===== src/hw/rtl/http_response_status_body_split_assert.svh =====
// assertion macros for the http response status and body splitter
`ifndef HTTP_RESPONSE_STATUS_BODY_SPLIT_ASSERT_SVH
`define HTTP_RESPONSE_STATUS_BODY_SPLIT_ASSERT_SVH

// same-cycle implication, disabled in reset
`define HRSBS_ASSERT_NOW(label, clk, rst, ante, cons, msg) \
  label: assert property (@(posedge clk) disable iff (rst) (ante) |-> (cons)) \
    else $error(msg);

// next-cycle implication, disabled in reset
`define HRSBS_ASSERT_NEXT(label, clk, rst, ante, cons, msg) \
  label: assert property (@(posedge clk) disable iff (rst) (ante) |=> (cons)) \
    else $error(msg);

`endif


===== src/hw/rtl/hrsbs_pkg.sv =====
// shared widths, character constants and separator progress values for the http response splitter
package hrsbs_pkg;

  localparam int unsigned BYTE_W = 8;
  localparam int unsigned CODE_W = 10;
  localparam int unsigned SEP_W  = 3;

  localparam logic [BYTE_W-1:0] CHAR_H     = 8'h48;
  localparam logic [BYTE_W-1:0] CHAR_T     = 8'h54;
  localparam logic [BYTE_W-1:0] CHAR_P     = 8'h50;
  localparam logic [BYTE_W-1:0] CHAR_SLASH = 8'h2f;
  localparam logic [BYTE_W-1:0] CHAR_DOT   = 8'h2e;
  localparam logic [BYTE_W-1:0] CHAR_SPACE = 8'h20;
  localparam logic [BYTE_W-1:0] CHAR_ZERO  = 8'h30;
  localparam logic [BYTE_W-1:0] CHAR_NINE  = 8'h39;
  localparam logic [BYTE_W-1:0] CHAR_CR    = 8'h0d;
  localparam logic [BYTE_W-1:0] CHAR_LF    = 8'h0a;

  localparam logic [SEP_W-1:0] SEP_NONE = 3'd0;
  localparam logic [SEP_W-1:0] SEP_ONE  = 3'd1;
  localparam logic [SEP_W-1:0] SEP_DONE = 3'd4;

endpackage


===== src/hw/rtl/hrsbs_in_if.sv =====
// input channel: one response byte per transaction
interface hrsbs_in_if;
  logic                          valid;
  logic                          ready;
  logic [hrsbs_pkg::BYTE_W-1:0] response_byte;
  logic                          is_last;

  modport source (output valid, output response_byte, output is_last, input ready);
  modport sink (input valid, input response_byte, input is_last, output ready);
endinterface


===== src/hw/rtl/hrsbs_out_if.sv =====
// output channel: one split result per transaction
interface hrsbs_out_if;
  logic                          valid;
  logic                          ready;
  logic                          body_valid;
  logic [hrsbs_pkg::BYTE_W-1:0] body_byte;
  logic                          status_found;
  logic [hrsbs_pkg::CODE_W-1:0] status_code;
  logic                          header_done;
  logic                          response_end;

  modport source (
    output valid, output body_valid, output body_byte, output status_found,
    output status_code, output header_done, output response_end, input ready
  );
  modport sink (
    input valid, input body_valid, input body_byte, input status_found,
    input status_code, input header_done, input response_end, output ready
  );
endinterface


===== src/hw/rtl/http_response_status_body_split.sv =====
// HTTP response splitter: takes one response byte per transaction and returns one result per
// byte, in the cycle after acceptance, through a single result register. A new byte is taken
// in every cycle that the result register is empty or being drained, so the sustained rate is
// one byte per cycle. A status matcher checks the "HTTP/<digits>.<digits> <three digits>"
// prefix and reports the code; a separator matcher finds the first CR LF CR LF and marks
// every later byte as body. State clears after the byte flagged as last.
`include "http_response_status_body_split_assert.svh"

module http_response_status_body_split (
  input  logic clk,
  input  logic rst,
  hrsbs_in_if.sink    raw,
  hrsbs_out_if.source split
);

  typedef enum logic [3:0] {
    PH_H         = 4'd0,
    PH_T1        = 4'd1,
    PH_T2        = 4'd2,
    PH_P         = 4'd3,
    PH_SLASH     = 4'd4,
    PH_MAJ_FIRST = 4'd5,
    PH_MAJ_MORE  = 4'd6,
    PH_MIN_FIRST = 4'd7,
    PH_MIN_MORE  = 4'd8,
    PH_CODE0     = 4'd9,
    PH_CODE1     = 4'd10,
    PH_CODE2     = 4'd11,
    PH_FOUND     = 4'd12,
    PH_FAIL      = 4'd13
  } phase_t;

  phase_t                        phase;
  phase_t                        phase_next;
  logic [hrsbs_pkg::SEP_W-1:0]  sep;
  logic [hrsbs_pkg::SEP_W-1:0]  sep_next;
  logic [hrsbs_pkg::CODE_W-1:0] acc;
  logic [hrsbs_pkg::CODE_W-1:0] acc_next;
  logic                          accept;
  logic                          is_digit;
  logic [3:0]                    digit_val;
  logic [hrsbs_pkg::BYTE_W-1:0] digit_diff;
  logic [hrsbs_pkg::BYTE_W-1:0] sep_char;
  logic [hrsbs_pkg::BYTE_W-1:0] b;

  assign raw.ready  = !split.valid || split.ready;
  assign accept     = raw.valid && raw.ready;
  assign b          = raw.response_byte;
  assign is_digit   = (b >= hrsbs_pkg::CHAR_ZERO) && (b <= hrsbs_pkg::CHAR_NINE);
  assign digit_diff = b - hrsbs_pkg::CHAR_ZERO;
  assign digit_val  = digit_diff[3:0];

  // status line matcher
  always_comb begin
    phase_next = phase;
    acc_next   = acc;
    case (phase)
      PH_H:         phase_next = (b == hrsbs_pkg::CHAR_H) ? PH_T1 : PH_FAIL;
      PH_T1:        phase_next = (b == hrsbs_pkg::CHAR_T) ? PH_T2 : PH_FAIL;
      PH_T2:        phase_next = (b == hrsbs_pkg::CHAR_T) ? PH_P : PH_FAIL;
      PH_P:         phase_next = (b == hrsbs_pkg::CHAR_P) ? PH_SLASH : PH_FAIL;
      PH_SLASH:     phase_next = (b == hrsbs_pkg::CHAR_SLASH) ? PH_MAJ_FIRST : PH_FAIL;
      PH_MAJ_FIRST: phase_next = is_digit ? PH_MAJ_MORE : PH_FAIL;
      PH_MAJ_MORE: begin
        if (is_digit) phase_next = PH_MAJ_MORE;
        else phase_next = (b == hrsbs_pkg::CHAR_DOT) ? PH_MIN_FIRST : PH_FAIL;
      end
      PH_MIN_FIRST: phase_next = is_digit ? PH_MIN_MORE : PH_FAIL;
      PH_MIN_MORE: begin
        if (is_digit) phase_next = PH_MIN_MORE;
        else phase_next = (b == hrsbs_pkg::CHAR_SPACE) ? PH_CODE0 : PH_FAIL;
      end
      PH_CODE0, PH_CODE1, PH_CODE2: begin
        if (!is_digit) begin
          phase_next = PH_FAIL;
        end else begin
          // acc * 10 + digit, kept to the code width
          acc_next = {acc[6:0], 3'b000} + {acc[8:0], 1'b0} + {6'd0, digit_val};
          case (phase)
            PH_CODE0: phase_next = PH_CODE1;
            PH_CODE1: phase_next = PH_CODE2;
            default:  phase_next = PH_FOUND;
          endcase
        end
      end
      PH_FOUND: phase_next = PH_FOUND;
      default:  phase_next = PH_FAIL;
    endcase
  end

  // separator matcher
  always_comb begin
    case (sep[1:0])
      2'd0:    sep_char = hrsbs_pkg::CHAR_CR;
      2'd1:    sep_char = hrsbs_pkg::CHAR_LF;
      2'd2:    sep_char = hrsbs_pkg::CHAR_CR;
      default: sep_char = hrsbs_pkg::CHAR_LF;
    endcase
    if (sep >= hrsbs_pkg::SEP_DONE) sep_next = hrsbs_pkg::SEP_DONE;
    else if (b == sep_char) sep_next = sep + hrsbs_pkg::SEP_ONE;
    else if (b == hrsbs_pkg::CHAR_CR) sep_next = hrsbs_pkg::SEP_ONE;
    else sep_next = hrsbs_pkg::SEP_NONE;
  end

  always_ff @(posedge clk) begin
    if (rst) begin
      phase       <= PH_H;
      sep         <= hrsbs_pkg::SEP_NONE;
      acc         <= '0;
      split.valid <= 1'b0;
    end else begin
      if (accept) begin
        split.valid        <= 1'b1;
        split.body_valid   <= (sep >= hrsbs_pkg::SEP_DONE);
        split.body_byte    <= (sep >= hrsbs_pkg::SEP_DONE) ? b : '0;
        split.status_found <= (phase_next == PH_FOUND);
        split.status_code  <= (phase_next == PH_FOUND) ? acc_next : '0;
        split.header_done  <= (sep_next >= hrsbs_pkg::SEP_DONE);
        split.response_end <= raw.is_last;
        if (raw.is_last) begin
          phase <= PH_H;
          sep   <= hrsbs_pkg::SEP_NONE;
          acc   <= '0;
        end else begin
          phase <= phase_next;
          sep   <= sep_next;
          acc   <= acc_next;
        end
      end else if (split.ready) begin
        split.valid <= 1'b0;
      end
    end
  end

  `HRSBS_ASSERT_NEXT(a_clear_after_last, clk, rst, accept && raw.is_last, phase == PH_H && sep == hrsbs_pkg::SEP_NONE && acc == '0, "state not cleared after last byte")
  `HRSBS_ASSERT_NOW(a_sep_range, clk, rst, 1'b1, sep <= hrsbs_pkg::SEP_DONE, "separator progress out of range")
  `HRSBS_ASSERT_NOW(a_body_after_header, clk, rst, split.valid && split.body_valid, split.header_done, "body byte before header end")
  `HRSBS_ASSERT_NOW(a_found_sticky, clk, rst, split.valid && split.status_found && !split.response_end, phase == PH_FOUND, "status result without matched phase")

endmodule


===== src/flat_wrapper.sv =====
// flat-port wrapper written by rule: the top's interface ports become plain ports
module http_response_status_body_split_flat 
  (clk, rst, raw_valid, raw_response_byte, raw_is_last, raw_ready, split_valid, split_body_valid, split_body_byte, split_status_found, split_status_code, split_header_done, split_response_end, split_ready);
  hrsbs_in_if raw_i ();
  hrsbs_out_if split_i ();
  input  logic clk;
  input  logic rst;
  input wire logic [$bits(raw_i.valid)-1:0] raw_valid;
  input wire logic [$bits(raw_i.response_byte)-1:0] raw_response_byte;
  input wire logic [$bits(raw_i.is_last)-1:0] raw_is_last;
  output wire logic [$bits(raw_i.ready)-1:0] raw_ready;
  output wire logic [$bits(split_i.valid)-1:0] split_valid;
  output wire logic [$bits(split_i.body_valid)-1:0] split_body_valid;
  output wire logic [$bits(split_i.body_byte)-1:0] split_body_byte;
  output wire logic [$bits(split_i.status_found)-1:0] split_status_found;
  output wire logic [$bits(split_i.status_code)-1:0] split_status_code;
  output wire logic [$bits(split_i.header_done)-1:0] split_header_done;
  output wire logic [$bits(split_i.response_end)-1:0] split_response_end;
  input wire logic [$bits(split_i.ready)-1:0] split_ready;
  assign raw_i.valid = raw_valid;
  assign raw_i.response_byte = raw_response_byte;
  assign raw_i.is_last = raw_is_last;
  assign raw_ready = raw_i.ready;
  assign split_valid = split_i.valid;
  assign split_body_valid = split_i.body_valid;
  assign split_body_byte = split_i.body_byte;
  assign split_status_found = split_i.status_found;
  assign split_status_code = split_i.status_code;
  assign split_header_done = split_i.header_done;
  assign split_response_end = split_i.response_end;
  assign split_i.ready = split_ready;
  http_response_status_body_split u_core (.clk(clk), .rst(rst), .raw(raw_i), .split(split_i));
endmodule

===== config.mk =====
export PLATFORM = sky130hd
export DESIGN_NAME = http_response_status_body_split_flat
export DESIGN_NICKNAME = d
export VERILOG_FILES = /design/src/hw/rtl/hrsbs_pkg.sv /design/src/hw/rtl/hrsbs_in_if.sv /design/src/hw/rtl/hrsbs_out_if.sv /design/src/hw/rtl/http_response_status_body_split.sv /design/src/flat_wrapper.sv
export VERILOG_INCLUDE_DIRS = /design/src /design/src/hw/rtl
export SDC_FILE = /design/constraint.sdc
export NUM_CORES = 1
export LEC_CHECK = 0
export ABC_AREA = 1
export BUFFER_PORTS_ARGS = -buffer_cell sky130_fd_sc_hd__buf_2
export CORE_MARGIN = 10
export CORE_UTILIZATION = 45
export CTS_CLUSTER_SIZE = 28
export DETAILED_ROUTE_END_ITERATION = 10
export REMOVE_ABC_BUFFERS = 1
export SYNTH_ARGS = -nofsm -noshare
export SYNTH_HDL_FRONTEND = slang
export SYNTH_SLANG_ARGS = --single-unit

===== constraint.sdc =====
create_clock -name clk -period 4.1 [get_ports clk]
set_input_delay 0.82 -clock clk [delete_from_list [all_inputs] [get_ports clk]]
set_output_delay 0.82 -clock clk [all_outputs]
set_load 0.005 [all_outputs]

== Word-level counts from Yosys, hierarchy flattened ==
Cells that the tools add are included.
W data, S select, Z words.
Operators by class
  equal/unequal tests: 22
  order comparisons: 4
  reductions and logical operators: 10
  bitwise logic cells: 1
  muxes and demuxes: 25
  add/sub/neg operators: 4
Operator list (number)
  $mux W4: 11
  $pmux W4 S11: 1
  $mux W10: 3
  $eq A4 B4 Y1 const B: 6
  $eq A8 B6 Y1 const B: 3
  $eq A8 B7 Y1 const B: 3
  $mux W3: 6
  $eq A4 B3 Y1 const B: 4
  $add A10 B10 Y10: 1
  $add A10 B4 Y10: 1
  $eq A4 B2 Y1 const B: 2
  $eq A8 B4 Y1: 1
  $eq A8 B4 Y1 const B: 1
  $ge A8 B6 Y1 const B: 1
  $le A8 B6 Y1 const B: 1
  $ge A3 B3 Y1 const B: 2
  $pmux W3 S2: 1
  $eq A4 B1 Y1 const B: 1
  $logic_not A4 Y1: 1
  $sub A4 B1 Y4 const B: 1
  $add A3 B1 Y3 const B: 1
  $mux W1: 3
  $reduce_or A3 Y1: 1
  $eq A2 B2 Y1 const B: 1
  8 further kinds: 9
Storage, ports and cells
  input port bits: 13
  output and inout port bits: 24
  bits in registers: 40
  word-level logic and storage cells: 76

== Logic depth before layout (Yosys ltp) ==
  depth in word-level cells: 7
  gate-level depth with buffers: 12
  mapped depth without buffers: 12

== Worst setup path before layout ==
Ideal clock, no wire load.
  path type: input-to-reg
  start point: input port split_ready
  end point: register u_core.split.body_byte[0], enable pin
  setup slack: 1448 ps
  required time: 3699 ps
  library setup time: 401 ps
  data arrival time: 2252 ps
  buffers on the path: 1
  stages on the path: 5
  cells stage by stage: inv_1 > nand2_1 > nand2_1 > clkbuf_1 > nor2_1
Between the ends
  cells in the longest elaborated chain, start to end: 3
Ends and longest elaborated chain
  start: declaration: line flat_wrapper.sv:19  | input wire logic [$bits(split_i.ready)-1:0] split_ready;
  $logic_or A1 B1 Y1: line http_response_status_body_split.sv:46  | assign raw.ready = !split.valid || split.ready;
  net raw_ready: line flat_wrapper.sv:11  | output wire logic [$bits(raw_i.ready)-1:0] raw_ready;
  $logic_and A1 B1 Y1: line http_response_status_body_split.sv:47  | assign accept = raw.valid && raw.ready;
  $reduce_and A2 Y1 (no line)
  end signal: assignment: line http_response_status_body_split.sv:115  | split.body_byte <= (sep >= hrsbs_pkg::SEP_DONE) ? b : '0;
  end: declaration: line hrsbs_out_if.sv:13  | output valid, output body_valid, output body_byte, output status_found,
The timed path passes the listed nets, and every way through them passes these cells.
A chain may end at the register's enable or synchronous reset.

== Final worst setup path ==
  start point: input port raw_response_byte[3]
  end point: register u_core.split.status_code[8], data pin
Between the ends
  cells in the longest elaborated chain, start to end: 5
  elaborated cells on any way between the ends: 27
  classes of those cells: add/sub (2); order compare (2); eq/ne (7); mux (15); reduce/logical (1)
Ends and longest elaborated chain
  start: declaration: line flat_wrapper.sv:9  | input wire logic [$bits(raw_i.response_byte)-1:0] raw_response_byte;
  parallel branches: the longest is 5 deep, another holds $add A10 B4 Y10
  end signal: assignment: line http_response_status_body_split.sv:117  | split.status_code <= (phase_next == PH_FOUND) ? acc_next : '0;
  end: declaration: line hrsbs_out_if.sv:14  | output status_code, output header_done, output response_end, input ready
Several ways; the timed one is not identified.

==> results.toml <==
[run_status]
status = "finished clean"

[detailed_routing]
wire_per_inst_um = 12.6
routed_wl_um = 5970
first_pass_iters = 4
postRouteAntennaNets = 0
dr.first_iter.drc_count = 150
routed-via-count = 2277
remaining_drc_errors = 0
vias_per_cell = 4.81

[critical_path]
start_kind = "input pin"
worstPathRequired_ns = 4.13
critPathSlowestCell = "fa_1"
crit_type = "in -> reg"
crit_top_cell = "nand2_1"
critPathCaptureType = "register"
critPathMaxFanout = 8
cp_slowest_stage_delay_ns = 0.57
arrival_ns = 2.62
path_cells = "buf_2, fa_1, inv_1, fa_1, inv_1, nand3_1, nand3_1, nand2_1, nand2_1, nand2_1, nand2_1, nor3_2"

[yosys]
synthAdderAreaFrac_pct = 9.01
synth_compound_area_share_pct = 7.89
yosys_warnings = 0
synthArstFlopShare_pct = 0
ys.flop_type = "edfxtp_1"
muxShareOfSynthArea_pct = 0
synth_top_family_by_area = "simple AND/OR/NAND/NOR gates"
synthesis.area_um2 = 2670
ys_ff_latch = 40
synth_cell_type_count = 31
syn_area_per_cell_um2 = 7.30
yosysSeqAreaShare_pct = 38.3
synth-xor-area-share_pct = 0.986
synth-simple-area-share_pct = 33.4
synth_cells = 365
synth_edf_count = 22

[placement]
numPortBuffers = 36
dp.cells = 465
dp_hpwl_um = 4590
place_area_um2 = 2890
gp_congestion = 0.899

[grt]
grtUsageMet1_pct = 16.8
grt_pass1_wl_um = 10300
antenna_found_initial = 0
overflow = 0
grt_usage_pct = 12.8
grt_max_degree = 23
grt_pass1_vias = 2117
grt.busiest_layer = "met2"
grtUsageMet3_pct = 3.41
grt_use_met2_pct = 20.2

[clocking]
cts-buffers-inserted = 5
postCtsSetupBuffers = 0
clk_latency_ns = 0.29
cts.sinks = 40
root_buffer = "clkbuf_8"
hold_buffers = 0
cts_tree = "done"
htree_num_levels = 2
cts.repair.resized = 0
clk_pin_slew_ns = 0.08
clockBufferDepth = 2

[sta]
hold_viol_final = 0
rsz0062_at_grt = "false"
max_slew_margin_pct = 58.9
finalCritPeriodShare_pct = 63.2
fin_setup_tns_ns = 0
timing.hold.ws_ns = 0.463
drv_slew = 0
period_needed_ns = 2.59
worst_pin_slew_ns = 0.615
fin_skew_ns = 0.00377
final-setup-viol-count = 0
fmax_ghz = 0.386

[flow_run]
maxCapViolCount = 0

[pwr]
max-vdd-ir-drop_mv = 0.151
p_seq_share_pct = 50.4
switching_share_pct = 25.9
p_switching_uw = 226
total_power_uw = 870
p_leak_uw = 0.00145
p_clk_share_pct = 36.6
combPwrFrac_pct = 13.1
internal-power_uw = 644
p_per_area_nw_per_um2 = 290

[cells_and_area]
final_area_um2 = 3000
layout.nets = 431
drive_gt1_share_pct = 19.7
antenna_cells = 0
area_growth_pct = 12.5
stdcell_count = 473

[floorplan]
row_count = 27
dieArea_um2 = 9400
start_util_pct = 47.2
io_pins = 37
die_x_um = 97.0
fp.dieH_um = 97.0
coreArea_um2 = 5640

[hold_path]
hold_class = "reg -> reg"
==> layout by cell type, fill, tap and decap left out, types with 2 or more instances in the layout <==
| master | count |
|---|---|
| nand2_1 | 118 |
| inv_1 | 47 |
| buf_2 | 36 |
| nor2_1 | 28 |
| edfxtp_1 | 22 |
| nand3_1 | 21 |
| a21oi_1 | 21 |
| dfxtp_1 | 18 |
| ha_1 | 16 |
| inv_2 | 10 |
| nor3_2 | 9 |
| nor2_2 | 7 |
| o21ai_0 | 5 |
| o21ai_1 | 5 |
| clkbuf_8 | 5 |
| nand2_2 | 4 |
| o21a_1 | 4 |
| nand4_1 | 3 |
| or2_1 | 3 |
| nor3_1 | 2 |
| xor2_1 | 2 |
| o21ai_2 | 2 |
| fa_1 | 2 |
| buf_4 | 2 |
==> path summary, 6_finish.rpt <==
path	cells after the start	end	startpoint	slack [ns]
max	12	u_core.split.status_code[8]	raw_response_byte[3]	1.51
min	2	u_core.acc[9]	u_core.acc[9]	0.46
max reg2reg	11	u_core.split.status_code[8]	u_core.acc[0]	1.90
min reg2reg	2	u_core.acc[9]	u_core.acc[9]	0.46
==> cell type report <==
cell class                      instances  area [um^2]
Fill cell                             553         2640
Multi-Input combinational cell        258         1370
Sequential cell                        40         1020
Inverter                               57          214
Timing Repair Buffer                   38          195
Tap cell                               72         90.1
Clock buffer                            6         72.6
Clock inverter                          2         35.0
==> state kept, by name, summed over array words and instances (netlist names) <==
name and flops:
u_core.sep 3, u_core.split.header_done 1, u_core.split.body_byte 8, u_core.split.status_found 1, u_core.split.response_end 1, u_core.phase 4
u_core.split.valid 1, u_core.acc 10, u_core.split.body_valid 1, u_core.split.status_code 10
==> cell families after synthesis <==
| logic type | after synthesis |
|---|---|
| AND/OR/NAND/NOR | 199 |
| XOR/XNOR | 3 |
| flip-flops | 40 |
| adder cells (fa/ha/maj) | 18 |
| buffers and inverters | 67 |
| AO/OA/AOI/OAI | 38 |
==> cells in the mapped netlist (2+ instances only) <==
cell type    n  share of area [%]
edfxtp_1    22                 25
or2_1        3               0.70
buf_6        3                1.3
o21a_1       4                1.1
nor2_2       6                1.4
fa_1         2                1.5
nand2_2      4               0.94
o21ai_0      5               0.94
nand3_1     21                3.9
buf_2        2               0.38
nand4_1      3               0.70
dfxtp_1     18                 14
clkbuf_1     4               0.56
xor2_1       2               0.66
o21ai_1      5               0.94
inv_2       10                1.4
a21oi_1     21                3.9
nand2_1    118                 17
inv_1       47                6.6
ha_1        16                7.5
nor3_1       2               0.38
o21ai_2      2               0.66
nor2_1      29                4.1
nor3_2       9                3.4
==> critical path: cells and delay by family <==
family / cells / cell delay, ns
buffers and inverters: 3 / 0.33
and+or+nand+nor: 7 / 0.47
adders and majority gates: 2 / 1.02
==> metrics by stage <==
step,setup WS [ns],utilization (%)
5_1_grt,1.41,53.1
6_report,1.51,53.1
2_1_floorplan,1.49,-
4_1_cts,1.52,53.1
3_3_place_gp,1.22,51.2
3_5_place_dp,1.21,51.2
==> power by group through the flow <==
stage / clock, uW / sequential [uW] / combinational, uW
4_1_cts: 327 / 438 / 115
6_report: 318 / 438 / 114
5_1_grt: 350 / 440 / 128
2_1_floorplan: 0 / 448 / 68.9
3_3_place_gp: 0 / 447 / 114
3_5_place_dp: 0 / 448 / 115
==> per-layer routing <==
layer	vias to the layer above	part of all wire [%]
li1	1221	-
met3	5	4.8
met4	0	0.89
met2	35	46
met5	-	0
met1	1016	48
Note: power is estimated with default switching activity, not from simulation.
